## config.mk

```make
export PLATFORM = sky130hd
export DESIGN_NAME = cda_div
export DESIGN_NICKNAME = d
export VERILOG_FILES = /design/src/rtl/core/coefficient_divisibility_adjust_unit_assert.svh /design/src/rtl/core/cda_pkg.sv /design/src/rtl/core/cda_div.sv
export SDC_FILE = /design/constraint.sdc
export NUM_CORES = 1
export LEC_CHECK = 0
export BUFFER_PORTS_ARGS = -buffer_cell sky130_fd_sc_hd__buf_4
export CORE_MARGIN = 2
export CORE_UTILIZATION = 45
export CTS_CLUSTER_SIZE = 20
export DETAILED_ROUTE_END_ITERATION = 10
export GPL_TIMING_DRIVEN = 0
export HOLD_SLACK_MARGIN = 0.02
export PLACE_DENSITY = 0.7
export SYNTH_ARGS = -nofsm -noshare
export SYNTH_HDL_FRONTEND = slang
export SYNTH_SLANG_ARGS = --single-unit
```

## constraint.sdc

```tcl
create_clock -name clk_i -period 3.6 [get_ports clk_i]
set_clock_uncertainty 0.1 [all_clocks]
set_input_delay 0.18 -clock clk_i [delete_from_list [all_inputs] [get_ports clk_i]]
set_output_delay 0.18 -clock clk_i [all_outputs]
set_load 0.01 [all_outputs]
```

## src/rtl/core/coefficient_divisibility_adjust_unit_assert.svh

```systemverilog
// Assertion macros for the coefficient divisibility adjust unit
`ifndef COEFFICIENT_DIVISIBILITY_ADJUST_UNIT_ASSERT_SVH
`define COEFFICIENT_DIVISIBILITY_ADJUST_UNIT_ASSERT_SVH

// same-cycle implication
`define CDA_ASSERT_NOW(lbl, ante, cons, msg) \
  lbl: assert property (@(posedge clk_i) disable iff (!rst_ni) (ante) |-> (cons)) \
    else $error(msg);

// next-cycle implication
`define CDA_ASSERT_NXT(lbl, ante, cons, msg) \
  lbl: assert property (@(posedge clk_i) disable iff (!rst_ni) (ante) |=> (cons)) \
    else $error(msg);

`endif

```

## src/rtl/core/cda_pkg.sv

```systemverilog
// Package: types, constants and helpers of the coefficient divisibility adjust unit
`timescale 1ns / 1ps
package cda_pkg;

  localparam int unsigned CfgIdxW = 2;
  localparam logic [CfgIdxW-1:0] CFG_POW_E       = 2'd0;
  localparam logic [CfgIdxW-1:0] CFG_POW_R       = 2'd1;
  localparam logic [CfgIdxW-1:0] CFG_BIG_MODULUS = 2'd2;
  localparam logic [CfgIdxW-1:0] CFG_SPLIT_RATIO = 2'd3;

  localparam logic [16:0] ALPHA_ONE = 17'd65536;
  localparam logic [6:0]  STEPS_32  = 7'd32;
  localparam logic [6:0]  STEPS_64  = 7'd64;

  typedef enum logic [4:0] {
    ST_IDLE,
    ST_DIV_C,
    ST_MUL_C,
    ST_SUB_Z2,
    ST_START_D,
    ST_DIV_D,
    ST_START_K,
    ST_DIV_K,
    ST_MUL_AK,
    ST_CEIL,
    ST_MUL_UP,
    ST_MUL_VP,
    ST_MUL_LO,
    ST_MUL_HI,
    ST_ADD_HI,
    ST_START_CHK,
    ST_CHK,
    ST_FIN
  } state_e;

  typedef struct packed {
    logic        start;
    logic [6:0]  steps;
    logic [30:0] divisor;
    logic [63:0] dividend;
  } div_req_t;

  typedef struct packed {
    logic        done;
    logic [31:0] rem;
    logic [31:0] quo;
  } div_rsp_t;

  // floor residue from |x| mod m and sign of x, mapped to the symmetric interval
  function automatic logic signed [32:0] sym_res(input logic [31:0] rem, input logic neg,
                                                 input logic [30:0] m);
    logic [31:0] r;
    logic signed [32:0] rs;
    begin
      r = (neg && rem != 32'd0) ? ({1'b0, m} - rem) : rem;
      rs = $signed({1'b0, r});
      if (r > {2'b00, m[30:1]}) begin
        rs = rs - $signed({2'b00, m});
      end
      sym_res = rs;
    end
  endfunction

endpackage

```

## src/rtl/core/cda_div.sv

```systemverilog
// Restoring radix-2 divider shared by all remainder and quotient steps
`timescale 1ns / 1ps
module cda_div (
  input  logic               clk_i,
  input  logic               rst_ni,
  input  cda_pkg::div_req_t  req_i,
  output cda_pkg::div_rsp_t  rsp_o
);
  import cda_pkg::*;

  logic        busy_q;
  logic        done_q;
  logic [6:0]  cnt_q;
  logic [63:0] dv_q;
  logic [31:0] rem_q;
  logic [30:0] dsr_q;
  logic [31:0] trial;
  logic        fits;

  assign trial = {rem_q[30:0], dv_q[63]};
  assign fits  = trial >= {1'b0, dsr_q};

  always_ff @(posedge clk_i or negedge rst_ni) begin
    if (!rst_ni) begin
      busy_q <= 1'b0;
      done_q <= 1'b0;
      cnt_q  <= '0;
    end else begin
      done_q <= 1'b0;
      if (req_i.start) begin
        busy_q <= 1'b1;
        cnt_q  <= req_i.steps;
      end else if (busy_q) begin
        cnt_q <= cnt_q - 7'd1;
        if (cnt_q == 7'd1) begin
          busy_q <= 1'b0;
          done_q <= 1'b1;
        end
      end
    end
  end

  always_ff @(posedge clk_i) begin
    if (req_i.start) begin
      dv_q  <= req_i.dividend;
      rem_q <= '0;
      dsr_q <= req_i.divisor;
    end else if (busy_q) begin
      rem_q <= fits ? (trial - {1'b0, dsr_q}) : trial;
      dv_q  <= {dv_q[62:0], fits};
    end
  end

  assign rsp_o.done = done_q;
  assign rsp_o.rem  = rem_q;
  assign rsp_o.quo  = dv_q[31:0];

endmodule

```

==> flow_summary.yaml <==
status:
  status: "completed"
synthesis:
  synth_most_common_cell: "edfxtp_1"
  syn_avg_cell_area_um2: 10.91
  synth.area.top_cells: "edfxtp_1 38%, mux2_2 9.8%, dfxtp_1 8.6%"
  synth_area_leader_cell: "edfxtp_1"
  synth_area_um2: 7462
  synth_nets: 823
  async_flop_share_pct: 6.618
  synth_top_cell_area_share_pct: 38.23
  synthCells: 684
  synth-adder-area-share_pct: 5.801
  yosysSeqAreaShare_pct: 49.83
  synth-simple-area-share_pct: 8.501
  ys_seq_elements: 136
  synth.top_cells.by_count: "95 x edfxtp_1, 65 x mux2_2, 59 x nor2_1"
  synth-main-ff-cell: "edfxtp_1"
  synth_xor_area_share_pct: 3.521
  yosys_warnings: 0
  synth_edf_count: 95
  synth_top_family_by_area: "compound AO/OA/AOI/OAI gates"
  synth_compound_area_share_pct: 14.55
  synth.distinct_cells: 54
  muxShareOfSynthArea_pct: 10.48
setup_path:
  critPathCapture: "rem_q[14]$_SDFFE_PP0P_"
  crit_buf_inv: 3
  worstSetupStartpoint: "rem_q[24]$_SDFFE_PP0P_"
  cp.depth: 12
  r2r_start: "rem_q[24]$_SDFFE_PP0P_"
  crit_slowest_cell: "a2111oi_0"
  cp.required_ns: 3.82
  criticalPathCategory: "reg -> reg"
  cp_common_cell: "a21oi_1"
  max_stage_delay_ns: 0.69
  reg2reg_slack_ns: 0.34
  critPathLaunchType: "flip-flop"
  reg2reg_to: "rem_q[14]$_SDFFE_PP0P_"
  crit_path_max_fanout: 7
  crit_path_cell_trace: "ha_1 -> clkbuf_1 -> a21oi_1 -> o21bai_1 -> a21oi_1 -> nor2_1 -> a2111oi_0 -> o31a_1 -> buf_6 -> inv_2 -> mux2i_1 -> a211oi_1"
  arrival_ns: 3.47
  crit_family: "compound AO/OA/AOI/OAI gates"
  rr_worst_depth: 12
  end_kind: "flip-flop"
cts:
  cts.path.max_buffers: 2
  clkSinkCount: 136
  root_buffer: "clkbuf_16"
  clk-insertion-delay-late_ns: 0.42
  clk_pin_slew_ns: 0.06
  cts_setup_buffers: 0
  cts.htree.levels: 4
  cts_buffers: 17
  cts_tree: "done"
sta:
  finalCritPeriodShare_pct: 90.45
  tns_ns: 0
  hold_violations: 0
  worst_slew_pin_slew_ns: 0.7538
  fin_hold_ws_ns: 0.04251
  setup_viol: 0
  maxSlewViolCount: 0
  period_needed_ns: 3.256
  max_freq_ghz: 0.3071
  timing.slew.headroom_pct: 48.44
  rsz0062_at_grt: "false"
placement:
  routabilityCongestion: 0.8795
  port_buffers: 169
  dp_hpwl_mm: 13.20
  placed_cell_area_um2: 9026
  dp.cells: 1074
power:
  power_density_nw_per_um2: 611.5
  irDropWorstVdd_uv: 440.1
  power.total_uw: 6506
  leakage_uw: 0.004662
finish:
  final_layout_size_suffix_gt1_share_pct: 31.48
  final_area_um2: 10640
  syn_to_final_growth_pct: 42.57
  diodes: 0
  stdcell_count: 1208
  final_nets: 1115
floorplan:
  core_um2: 16410
  die-height_um: 132.8
  ios: 170
  die-area_um2: 17630
  row_count: 47
  start_util_pct: 45.48
  dieWidth_um: 132.8
route:
  drt_first_pass_iters: 4
  num_vias: 6168
  drt_wl_total_mm: 19.46
  drtAntennaViolNets: 0
  routed_via_density: 5.106
  drtIter0Drc: 345
  routedWlPerCell_um: 16.11
  drc_errors: 0
grt:
  grt_pass1_wl_mm: 31.22
  antenna_found_initial: 0
  grt_use_total_pct: 22.35
  grt_max_degree: 42
  grt.overflow.total: 0
  grt_pass1_vias: 6352
flow_run:
  max_cap_viol_count: 0
worst_hold_path:
  hp-class: "in -> async"
cells by family after synthesis:
family,Yosys count
AOI/OAI and AO/OA,168
xor gates and xnor gates,30
adders and majority gates,34
buffers and inverters,104
DFF,136
muxes,70
and+or+nand+nor,142
where the power goes:
part | internal [uW] | total [uW] | switching (uW)
registers | 1970 | 2220 | 243
logic | 1260 | 2570 | 1310
clock network | 1020 | 1720 | 693
layout by cell type, fill, tap and decap left out, types with 3 or more instances in the layout:
master	n
a21o_1	16
xor2_1	15
nor2b_1	5
o21a_1	8
a21oi_1	47
mux2i_1	5
o21ai_0	35
nor4_1	3
buf_6	3
nand3_1	7
buf_4	204
nand2b_1	4
clkinv_4	3
and3_1	5
nand2_1	37
edfxtp_1	95
dfrtp_1	9
a32oi_1	8
a31oi_1	4
inv_6	4
xnor2_1	15
ha_1	33
dfxtp_1	32
nor2_1	59
inv_1	39
clkbuf_16	17
mux2_2	65
buf_1	3
o21bai_1	4
clkbuf_1	22
nor3_1	9
or3_1	3
dlygate4sd3_1	103
nand4_1	5
a211oi_1	25
area by class of cell:
class | instances | area [um2]
multi-input cells | 444 | 3204
clock buffers | 18 | 429.2
repair buffers | 273 | 2320
flip-flops and latches | 136 | 3719
inverters | 41 | 153.9
fillers | 1250 | 5768
plain buffers | 63 | 391.6
clock inverters | 13 | 146.4
well taps | 220 | 275.3
flip-flops by register name, indices dropped and copies added (netlist names):
register  cells
busy_q        1
dv_q         64
dsr_q        31
cnt_q         7
rem_q        32
done_q        1
worst min path at each step:
stage                     slack [ns]  cells after the start               end
after global placement         -0.09                      1  done_q$_DFF_PN0_
after CTS                       0.04                      2  busy_q$_DFF_PN0_
after global routing            0.05                      2  busy_q$_DFF_PN0_
after floorplan                -0.22                      0  busy_q$_DFF_PN0_
final                           0.04                      2  busy_q$_DFF_PN0_
after detailed placement       -0.09                      1  done_q$_DFF_PN0_
layer usage:
metal  track usage [%]  part of all wire, %
met1             27.45                   44
met2             38.40                   48
met3             6.552                  6.8
met4             6.153                  1.0
met5                 0                    0
stage by stage:
stage          worst slack (ns)  utilization (%)
5_1_grt                 0.08958            64.84
3_5_place_dp             0.3005            55.01
6_report                 0.3438            64.84
3_3_place_gp           -0.01753            54.89
2_1_floorplan            0.7149                -
4_1_cts                  0.2091            64.81
repair_timing:
item,CTS,global route
hold endpoints to repair,111,0
endpoints found under the setup margin,0,1
gates resized for setup,0,1
hold buffers,103,0
Power figures use the tool's default switching activity.
